$ cat src/swm_pkg.sv
`default_nettype none
package swm_pkg;

  localparam int WIN_MAX  = 64;
  localparam int AGE_W    = (WIN_MAX > 1) ? $clog2(WIN_MAX) : 1;
  localparam int CNT_W    = 7;
  localparam int SAMPLE_W = 32;
  localparam int MED_W    = SAMPLE_W + 1;
  localparam int OUT_TW   = ((MED_W + 7) / 8) * 8;

  localparam logic [CNT_W-1:0] WS_RESET = CNT_W'(3);
  localparam logic signed [SAMPLE_W-1:0] SAMPLE_MIN = {1'b1, {(SAMPLE_W-1){1'b0}}};

  // One slot of the sorted row: value plus its age in items.
  typedef struct packed {
    logic                       vld;
    logic [AGE_W-1:0]           age;
    logic signed [SAMPLE_W-1:0] val;
  } cell_t;

  // Window length actually used: zero means one, large values saturate.
  function automatic logic [CNT_W-1:0] eff_k(input logic [CNT_W-1:0] ws);
    logic [CNT_W-1:0] k;
    k = ws;
    if (ws == '0) k = CNT_W'(1);
    else if (ws > CNT_W'(WIN_MAX)) k = CNT_W'(WIN_MAX);
    return k;
  endfunction

endpackage
`default_nettype wire

$ cat src/swm_cell.sv
`default_nettype none
module swm_cell (
  input  wire                              clk,
  input  wire                              rst_n,
  input  wire                              en,
  input  wire                              clear,
  input  wire                              rm_en,
  input  wire [swm_pkg::AGE_W-1:0]         k_m1,
  input  wire signed [swm_pkg::SAMPLE_W-1:0] sample,
  input  swm_pkg::cell_t                   left_i,
  input  swm_pkg::cell_t                   own_i,
  input  swm_pkg::cell_t                   right_i,
  input  wire                              rm_seen_i,
  output logic                             rm_seen_o,
  output swm_pkg::cell_t                   cell_o
);
  import swm_pkg::*;

  cell_t cell_r, cell_nxt;
  cell_t c_src, p_src;
  logic  rm;

  assign rm        = own_i.vld && rm_en && (own_i.age == k_m1);
  assign rm_seen_o = rm_seen_i | rm;

  // c_src: what sits at this slot once the outgoing item is squeezed out,
  // p_src: what sits one slot to the left.
  always_comb begin
    c_src    = (rm_seen_i || rm) ? right_i : own_i;
    p_src    = rm_seen_i ? own_i : left_i;
    cell_nxt = c_src;
    if (c_src.vld && (c_src.val <= sample)) begin
      cell_nxt.age = c_src.age + AGE_W'(1);
    end else if (p_src.vld && (p_src.val > sample)) begin
      cell_nxt     = p_src;
      cell_nxt.age = p_src.age + AGE_W'(1);
    end else if (p_src.vld) begin
      cell_nxt.vld = 1'b1;
      cell_nxt.age = '0;
      cell_nxt.val = sample;
    end else begin
      cell_nxt.vld = 1'b0;
    end
  end

  always_ff @(posedge clk) begin
    if (!rst_n || clear) begin
      cell_r.vld <= 1'b0;
    end else if (en) begin
      cell_r.vld <= cell_nxt.vld;
    end
    if (en) begin
      cell_r.age <= cell_nxt.age;
      cell_r.val <= cell_nxt.val;
    end
  end

  assign cell_o = cell_r;

endmodule
`default_nettype wire

$ cat config.mk
export PLATFORM = sky130hd
export DESIGN_NAME = swm_cell
export DESIGN_NICKNAME = d
export VERILOG_FILES = /design/src/swm_pkg.sv /design/src/swm_cell.sv
export SDC_FILE = /design/constraint.sdc
export NUM_CORES = 1
export LEC_CHECK = 0
export ABC_CLOCK_PERIOD_IN_PS = 11150
export BUFFER_PORTS_ARGS = -buffer_cell sky130_fd_sc_hd__buf_4
export CAP_MARGIN = 10
export CORE_MARGIN = 5
export CORE_UTILIZATION = 49
export DETAILED_ROUTE_END_ITERATION = 12
export PLACE_DENSITY_LB_ADDON = 0.25
export REMOVE_ABC_BUFFERS = 1
export SYNTH_ARGS = -nofsm -noshare
export SYNTH_HDL_FRONTEND = slang
export SYNTH_SLANG_ARGS = --single-unit
$ cat constraint.sdc
create_clock -name clk -period 11.15 [get_ports clk]
set_input_delay 1.6725 -clock clk [delete_from_list [all_inputs] [get_ports clk]]
set_output_delay 1.6725 -clock clk [all_outputs]
set_load 0.03 [all_outputs]
# Word-level counts from Yosys, hierarchy flattened
# Index checks and enable logic that the tools add are counted.
dict set report totals {
  register_bits 39
  wordCells 24
  in_bits 161
}
dict set report op_classes {
  reduce_logical 7
  magnitude_cmp 2
  eq_ne 1
  mux 8
  n_addsub 2
  bitwise 1
}
# operator n
set op_table {}
lappend op_table {{$mux 39} 3}
lappend op_table {{$mux 38} 1}
lappend op_table {{$gt 32x32->1} 1}
lappend op_table {{$le 32x32->1} 1}
lappend op_table {{$mux 32} 1}
lappend op_table {{$add 6x1->6 const B} 2}
lappend op_table {{$eq 6x6->1} 1}
lappend op_table {{$mux 6} 1}
lappend op_table {{$logic_and 1x1->1} 4}
lappend op_table {{$logic_or 1x1->1} 2}
lappend op_table {{$mux 1} 2}
lappend op_table {{$logic_not 1->1} 1}
lappend op_table {{$or 1x1->1} 1}

# Longest topological paths before layout
# Gate-level depths: netlist of the first run.
dict set report logic_depth {
  word_depth 7
  depth_mapped 15
}

# Least setup slack after synthesis of the first run
# No wires, ideal clock.
dict set report synth_path {
  kind {input to register}
  startpoint {input rm_seen_i}
  endpoint {register cell_r, in the netlist cell_o[10], data pin}
  t_required_ns 10.888
  arrival_time_ns 4.970
  path_stages 14
  setup_ns 0.262
  setup_slack_ns 5.919
  path_cell_list {buf_2 buf_1 clkbuf_1 mux2_2 ha_1 a21o_1 a21o_1 a21oi_1 o211ai_1 a21oi_1 mux2i_1 buf_1 mux2i_1 o21ai_0}
}
# element line
set synth_rtl {}
lappend synth_rtl {{from (decl)} swm_cell.sv:13} ;# input wire rm_seen_i,
lappend synth_rtl {{to (decl)} swm_cell.sv:19} ;# cell_t cell_r, cell_nxt;

==> impl_metrics.toml, run 1 <==
[sta]
fin_tns_setup_ps = 0
maxSlewViolCount = 0
period_share_pct = 51.4
rsz0062_at_grt = "no"
fmaxAchievable_mhz = 175
setup_violations = 0
hold_violations = 0
fin_crit_ps = 5730
tightestPinTransition_ps = 677
finClkSkew_ps = 0
relSlewSlack_pct = 54.7
timing.hold.ws_ps = 553

[placed_design]
postPlaceCellArea_mm2 = 0.00629
io_buffers = 200
gp_congestion = 0.881
dp_hpwl_um = 11200

[power_and_ir_drop]
p_seq_share_pct = 32.1
switching_power_mw = 0.233
p_per_area_mw_per_mm2 = 94.7
switching_share_pct = 38.6
total_power_mw = 0.604
p_leak_nw = 2.99
ir_worst_vdd_mv = 0.0682
p_clk_share_pct = 17.2
intPower_mw = 0.371
power_frac_comb_pct = 50.7

[layout]
mostFrequentLayoutCells = "buf_4 (203), mux2_2 (68), ha_1 (66), nand2_1 (53), mux2i_1 (41)"
utilization_pct = 68.7
layout.nets = 916
syn2layout_area_growth_pct = 36.4
final_common_cell = "buf_4"
insertedDiodeCount = 0
layout-drive-gt1-share_pct = 41.3
fillers = 746
largest_reg_flops = 39
fin_area_mm2 = 0.00638

[floorplan]
die_x_um = 108
start_util_pct = 50.4
num_rows = 35
core-area_mm2 = 0.00928
ioPinCount = 201
die_y_um = 108
die-area_mm2 = 0.0116

[logic_synthesis]
syn_inst = 500
synth_seq_area_share_pct = 24.8
synth_edf_count = 38
ys_seq_elements = 39
ys.flop_type = "edfxtp_1"
avgSynthCellArea_um2 = 9.35
yosysWarnings = 0
syn_area_mm2 = 0.00468
ys_types = 44
synthArstFlopShare_pct = 0

[worst_hold_path]
hold_start = "cell_o[38]$_SDFFE_PP0P_"
min_to = "cell_o[38]$_SDFFE_PP0P_"
min_path_cells = 2
hold_class = "reg2reg"

[clock_network]
cts_htree_levels = 2
cts_resized = 0
clk_pin_slew_worst_paths_ps = 90
cts_root_buf = "clkbuf_8"
numCtsBuffers = 5
cts_sinks = 39
cts_tree = "yes"
cts_buffer_depth = 2
post-cts-setup-buffers = 0
clk_latency_ps = 290
hold_buffers = 0

[worst_setup_path]
reg2reg_to = "cell_o[38]$_SDFFE_PP0P_"
critPathKind = "in2reg"
worst-r2r-cell-count = 2
startpoint_type = "input pin"
regToRegSetupSlack_ps = 10300
crit_arrival_ps = 5760
cp.required_ps = 11180
r2r-start = "cell_o[38]$_SDFFE_PP0P_"
path_max_fanout = 46
worstSetupEndpointType = "flop"

[flow_run]
maxCapViolCount = 0

[grt]
antenna_found_initial = 0
overflow = 0
grt_pass1_vias = 4787
grt_usage_pct = 23.2
grt_pass1_wl_um = 22000
grt_max_degree = 47

[drt]
num_vias = 4539
dr.pass1.iters = 4
antenna_left = 0
drt_wl_total_um = 13900
drt-initial-drc-count = 145
wl_per_cell_um = 17.0
viasPerCell = 5.54
drc_errors = 0

[outcome]
outcome = "complete, no violations"
[worst max path at each step]
stage              start                    to  slack (ps)
6_report       own_i[36]  cell_o[31]$_DFFE_PP_        5420
5_1_grt        own_i[36]  cell_o[20]$_DFFE_PP_        5040
4_1_cts        own_i[36]  cell_o[14]$_DFFE_PP_        5480
3_5_place_dp   own_i[36]  cell_o[31]$_DFFE_PP_        5130
3_3_place_gp   own_i[36]  cell_o[14]$_DFFE_PP_        5250
2_1_floorplan  rm_seen_i  cell_o[10]$_DFFE_PP_        4720
[Yosys cell counts, drive strengths merged, types with 4 or more instances]
library cell	count	area [um2]
mux2	68	766
ha	66	826
nand2	53	199
o21ai	44	224
mux2i	42	420
inv	39	146
edfxtp	38	1140
a21oi	36	180
nand4	15	93.8
buf	12	57.6
nand3	11	55.1
nor2	11	41.3
clkbuf	9	37.5
xor2	8	70.1
nor4	6	43.8
xnor2	6	52.6
a211oi	4	30.0
a21o	4	30.0
a221oi	4	35.0
o211ai	4	35.0
[per-stage QoR]
stage          worst slack, ps  std cells
6_report                  5420        819
5_1_grt                   5040        819
4_1_cts                   5480        819
3_5_place_dp              5130        811
3_3_place_gp              5250        811
2_1_floorplan             4720        479
[worst max-delay path: stages]
cell and delay (ps):
buf_4 130, xor2_1 170, nor4_2 90, a41oi_4 200
buf_4 550, mux2_2 430, ha_1 330, nand4_1 230
nor4_1 480, a31oi_1 240, o211ai_4 610, buf_4 440
o21ai_0 170
[cell families after synthesis]
| group | synth area share [%] |
|---|---|
| compound gates | 14.0 |
| mux | 25.4 |
| simple gates | 10.4 |
| xor+xnor | 2.62 |
| buf+inv | 5.16 |
| flops | 24.8 |
| fa+ha+maj | 17.7 |
[metal layers]
layer	vias up	track usage [%]	share of wire, %
li1	2239	-	-
met1	2108	26.9	39
met2	168	42.6	52
met3	24	4.38	6.2
met4	0	7.39	2.3
met5	-	0	0
[power by group through the flow]
stage	registers (mW)	clock network (mW)	logic (mW)
floorplan	0.239	0	0.142
global placement	0.197	0	0.297
detailed placement	0.197	0	0.306
CTS	0.194	0.105	0.307
global route	0.195	0.111	0.335
finish	0.194	0.104	0.306
[final cells by class]
type	count	area (um2)	share of cell area [%]
clock inverters	3	20.0	0.314
flip-flops and latches	39	1160	18.2
repair buffers	203	1520	23.9
inverters	39	146	2.30
clock buffers	5	68.8	1.08
multi-input cells	401	3290	51.7
well taps	129	161	2.53
Note: power is estimated with default switching activity, not from simulation.
==> run 2: changes to the inputs <==
Settings changed: ABC_CLOCK_PERIOD_IN_PS 11150 to 5400.
Clock period 11.15 ns to 5.4 ns, I/O delays scaled along.
==> impl_metrics.toml, run 2 (synthesis gave the netlist of run 1 again) <==
[outcome]
outcome = "complete, no violations"

[power_and_ir_drop]
p_clk_share_pct = 16.7
p_per_area_mw_per_mm2 = 194
switching_power_mw = 0.475
power_frac_comb_pct = 51.0
p_seq_share_pct = 32.3
switching_share_pct = 38.2
ir_worst_vdd_mv = 0.136
intPower_mw = 0.770
p_leak_nw = 3.00

[clock_network]
clk_latency_ps = 290
numCtsBuffers = 5
cts_resized = 0
cts_root_buf = "clkbuf_8"
cts_sinks = 39
clk_pin_slew_worst_paths_ps = 80
cts_tree = "yes"
cts_buffer_depth = 2
post-cts-setup-buffers = 0
cts_htree_levels = 2
hold_buffers = 0

[worst_setup_path]
cp.required_ps = 5430
critPathKind = "in2reg"
crit_arrival_ps = 4940
startpoint_type = "input pin"
worstSetupEndpointType = "flop"
path_max_fanout = 39
regToRegSetupSlack_ps = 4580

[grt]
grt_pass1_vias = 4774
antenna_found_initial = 0
grt_pass1_wl_um = 22200
overflow = 0
grt_max_degree = 41
grt_usage_pct = 23.6

[sta]
rsz0062_at_grt = "no"
finClkSkew_ps = 0
fmaxAchievable_mhz = 204
timing.hold.ws_ps = 541
fin_crit_ps = 4910
period_share_pct = 90.9
hold_violations = 0
maxSlewViolCount = 0
tightestPinTransition_ps = 949
relSlewSlack_pct = 36.4
setup_violations = 0

[floorplan]
start_util_pct = 50.4
die_y_um = 108
core-area_mm2 = 0.00928
num_rows = 35
die_x_um = 108
ioPinCount = 201
die-area_mm2 = 0.0116

[layout]
final_cells = 822
syn2layout_area_growth_pct = 37.1
seq_area_mm2 = 0.00116
final_common_cell = "buf_4"
layout.nets = 919
mostFrequentLayoutCells = "buf_4 (205), mux2_2 (68), ha_1 (66), nand2_1 (53), mux2i_1 (41)"
fin_area_mm2 = 0.00641
multi_input_comb_area_mm2 = 0.00329
fillers = 766
layout-drive-gt1-share_pct = 41.6
largest_reg_flops = 39
insertedDiodeCount = 0

[drt]
dr.max_layer_used = "met4"
drt_wl_total_um = 14000
antenna_left = 0
dr.pass1.iters = 4
met3_length_um = 771
num_vias = 4558
wl_met1_um = 5580
wl_per_cell_um = 17.0
viasPerCell = 5.55
wl_met2_um = 7300
drc_errors = 0
drt-initial-drc-count = 165

[placed_design]
postPlaceCellArea_mm2 = 0.00632
dp_hpwl_um = 11500
dp_cells = 814
io_buffers = 200
gp_congestion = 0.893

[worst_hold_path]
hold_class = "reg2reg"

[flow_run]
maxCapViolCount = 0
==> run 2: cell types whose count changed in the layout (fill, tap and decap cells not counted) <==
| cell | delta |
|---|---|
| buf_4 | +2 |
| buf_12 | +1 |
==> run 2: power groups by stage <==
stage          clock network, mW  registers, mW  logic [mW]
2_1_floorplan                  0          0.494       0.293
3_3_place_gp                   0          0.408       0.619
3_5_place_dp                   0          0.408       0.637
4_1_cts                    0.214          0.402       0.639
5_1_grt                    0.227          0.405       0.697
6_report                   0.208          0.401       0.635
==> run 2: cell type report <==
type	count	share of cell area, %
Inverter	39	2.28
Multi-Input combinational cell	401	51.4
Tap cell	129	2.52
Timing Repair Buffer	206	24.3
Sequential cell	39	18.1
Clock buffer	5	1.07
Clock inverter	3	0.312
==> run 2: final timing paths <==
kind                           startpoint                       to  cells past startpoint
setup / recovery                  k_m1[5]     cell_o[16]$_DFFE_PP_                     13
hold / removal    cell_o[38]$_SDFFE_PP0P_  cell_o[38]$_SDFFE_PP0P_                      2
hold reg to reg   cell_o[38]$_SDFFE_PP0P_  cell_o[38]$_SDFFE_PP0P_                      2
setup reg to reg  cell_o[38]$_SDFFE_PP0P_  cell_o[38]$_SDFFE_PP0P_                      2
==> run 2: critical path: stages <==
cell	delay [ps]
buf_4	110
xor2_1	180
nor4_2	90
a41oi_4	530
buf_12	270
mux2_2	370
ha_1	320
nand4_1	180
nor4_1	480
a31oi_1	240
o211ai_4	800
buf_4	390
o21ai_0	140
==> run 2: metrics by stage <==
step	power (mW)	setup WS [ps]	TNS, ps	utilization [%]
2_1_floorplan	0.787	-172	-5510	-
3_5_place_dp	1.04	144	0	68.1
5_1_grt	1.33	107	0	69.1
6_report	1.24	490	0	69.1
4_1_cts	1.25	442	0	69.1
3_3_place_gp	1.03	247	0	68.1
==> run 2: metal layers <==
metal | up-vias | track usage (%)
met5 | - | 0
met4 | 0 | 7.48
met3 | 22 | 4.02
met1 | 2130 | 27.7
met2 | 157 | 43.3
li1 | 2249 | -
==> run 3: changes to the inputs <==
Settings changed: ABC_AREA set to 1.
==> impl_metrics.toml, run 3 <==
[outcome]
outcome = "complete, no violations"

[sta]
fin_crit_ps = 4430
rsz0062_at_grt = "no"
finClkSkew_ps = 0
period_share_pct = 82.0
fin_tns_setup_ps = 0
relSlewSlack_pct = 47.1
hold_violations = 0
setup_ws_ps = 975
timing.hold.ws_ps = 596
fmaxAchievable_mhz = 226
tightestPinTransition_ps = 791
maxSlewViolCount = 0
setup_violations = 0

[placed_design]
postPlaceCellArea_mm2 = 0.00739
place_ws_ps = 688
io_buffers = 200
dp_hpwl_um = 13400
gp_congestion = 0.898

[logic_synthesis]
yosysWarnings = 0
synth_area_leader_cell = "edfxtp_1"
synth_commonest_cells = "nand2_1 (288), inv_1 (159), ha_1 (66)"
synth-compound-area-share_pct = 15.3
avgSynthCellArea_um2 = 6.35
syn_inst = 924
syn_area_mm2 = 0.00587
ys_seq_elements = 39
synth_top_area_share_pct = 19.4
synth-xor-area-share_pct = 1.04
synth_area_leaders = "edfxtp_1 (19%), nand2_1 (18%), ha_1 (14%)"
synth_edf_count = 38
ys_types = 35
synthAdderAreaFrac_pct = 14.1
synthSimpleGateAreaFrac_pct = 34.3
synthArstFlopShare_pct = 0
synth.most_common_cell = "nand2_1"
muxShareOfSynthArea_pct = 0.171
ys.flop_type = "edfxtp_1"
synth_seq_area_share_pct = 19.8
synth_top_family_by_area = "simple AND/OR/NAND/NOR gates"

[grt]
grt_usage_pct = 23.3
grt_pass1_wl_um = 27800
grt_pass1_vias = 5894
grt_max_degree = 72
antenna_found_initial = 0
overflow = 0

[clock_network]
cts_tree = "yes"
clk_latency_ps = 270
cts_htree_levels = 2
post-cts-setup-buffers = 0
clk_pin_slew_worst_paths_ps = 60
hold_buffers = 0
cts_sinks = 39
cts_resized = 0
cts_buffer_depth = 2
cts_root_buf = "clkbuf_16"
numCtsBuffers = 5

[worst_setup_path]
startpoint_type = "input pin"
worstSetupEndpointType = "flop"
cp.required_ps = 5550
path_max_fanout = 38
worst-r2r-cell-count = 4
critPathKind = "in2reg"
crit_arrival_ps = 4580

[layout]
layout-drive-gt1-share_pct = 27.4
fin_area_mm2 = 0.00752
final_common_cell = "nand2_1"
layout.nets = 1324
syn2layout_area_growth_pct = 28.1
mostFrequentLayoutCells = "nand2_1 (288), buf_4 (210), inv_1 (159), ha_1 (66), nand3_1 (50)"
insertedDiodeCount = 0
largest_reg_flops = 39

[floorplan]
core-area_mm2 = 0.0119
die_y_um = 119
num_rows = 40
die_x_um = 119
start_util_pct = 49.5
die-area_mm2 = 0.0143
ioPinCount = 201

[drt]
num_vias = 6224
drc_errors = 0
viasPerCell = 5.01
drt-initial-drc-count = 340
drt_wl_total_um = 17200
wl_per_cell_um = 13.8
antenna_left = 0
dr.pass1.iters = 5

[power_and_ir_drop]
p_leak_nw = 4.17
switching_power_mw = 0.638
p_seq_share_pct = 27.8
p_clk_share_pct = 18.6
power_frac_comb_pct = 53.6
total_power_mw = 1.53
intPower_mw = 0.889
p_per_area_mw_per_mm2 = 203
ir_worst_vdd_mv = 0.141
switching_share_pct = 41.8

[worst_hold_path]
hold_class = "reg2reg"
min_path_cells = 4

[flow_run]
maxCapViolCount = 0
## run 3: cell count changes after synthesis, sizes merged, moves of 8 or more
cell | before | now
buf | 12 | 28
mux2 | 68 | 0
nand4 | 15 | 43
nand3 | 11 | 53
inv | 39 | 164
clkbuf | 9 | 17
nand2 | 53 | 325
nor2 | 11 | 25
o21ai | 44 | 112
mux2i | 42 | 1
## run 3: worst max-delay path: stages
cell and delay [ps]:
buf_4 110, inv_1 90, o21ai_1 70, nor2_1 200, nand3_4 140, nand2_4 100, buf_4 500, o21ai_2 140
ha_1 310, nand2_1 70, nor2_1 160, nand4_1 140, nor3b_2 220, nand2_1 90, nand2_1 60, nand2_1 40
nand3_1 100, nand2_2 270, inv_2 670, nand2_1 120, nand2_1 100
## run 3: path summary, 6_finish.rpt
kind	from	endpoint	slack, ps
worst max-delay path	own_i[33]	cell_o[12]$_DFFE_PP_	970
worst min-delay path	cell_o[38]$_SDFFE_PP0P_	cell_o[38]$_SDFFE_PP0P_	600
worst max register to register	cell_o[38]$_SDFFE_PP0P_	cell_o[38]$_SDFFE_PP0P_	4640
worst min register to register	cell_o[38]$_SDFFE_PP0P_	cell_o[38]$_SDFFE_PP0P_	600
## run 3: area by class of cell
type,count,area (um2)
Timing Repair Buffer,211,1600
Inverter,164,616
Tap cell,147,184
Clock buffer,6,129
Multi-Input combinational cell,676,3830
Sequential cell,39,1160
Fill cell,1146,4340
## run 3: layer usage
layer / wire length [um] / global-route usage [%]
met1: 7400 / 29.5
met2: 8350 / 41.0
met3: 1130 / 3.66
met4: 306 / 6.44
met5: 0 / 0
## run 3: kinds of logic (layout without fill, tap and decap cells)
logic type	Yosys count	in the layout
and+or+nand+nor	452	452
buffers and inverters	209	381
AOI/OAI and AO/OA	150	150
adders and majority gates	66	66
DFF	39	39
xor gates and xnor gates	7	7
muxes	1	1
## run 3: power groups by stage
stage	Clock (mW)	Sequential, mW	Combinational (mW)
floorplan	0	0.537	0.394
global placement	0	0.431	0.805
detailed placement	0	0.430	0.817
CTS	0.291	0.425	0.820
global route	0.302	0.430	0.910
finish	0.285	0.424	0.818
## run 3: per-stage QoR
step | std cells | util [%]
CTS | 1243 | 63.4
finish | 1243 | 63.4
detailed placement | 1237 | 62.3
floorplan | 879 | -
global placement | 1237 | 62.3
global route | 1243 | 63.4
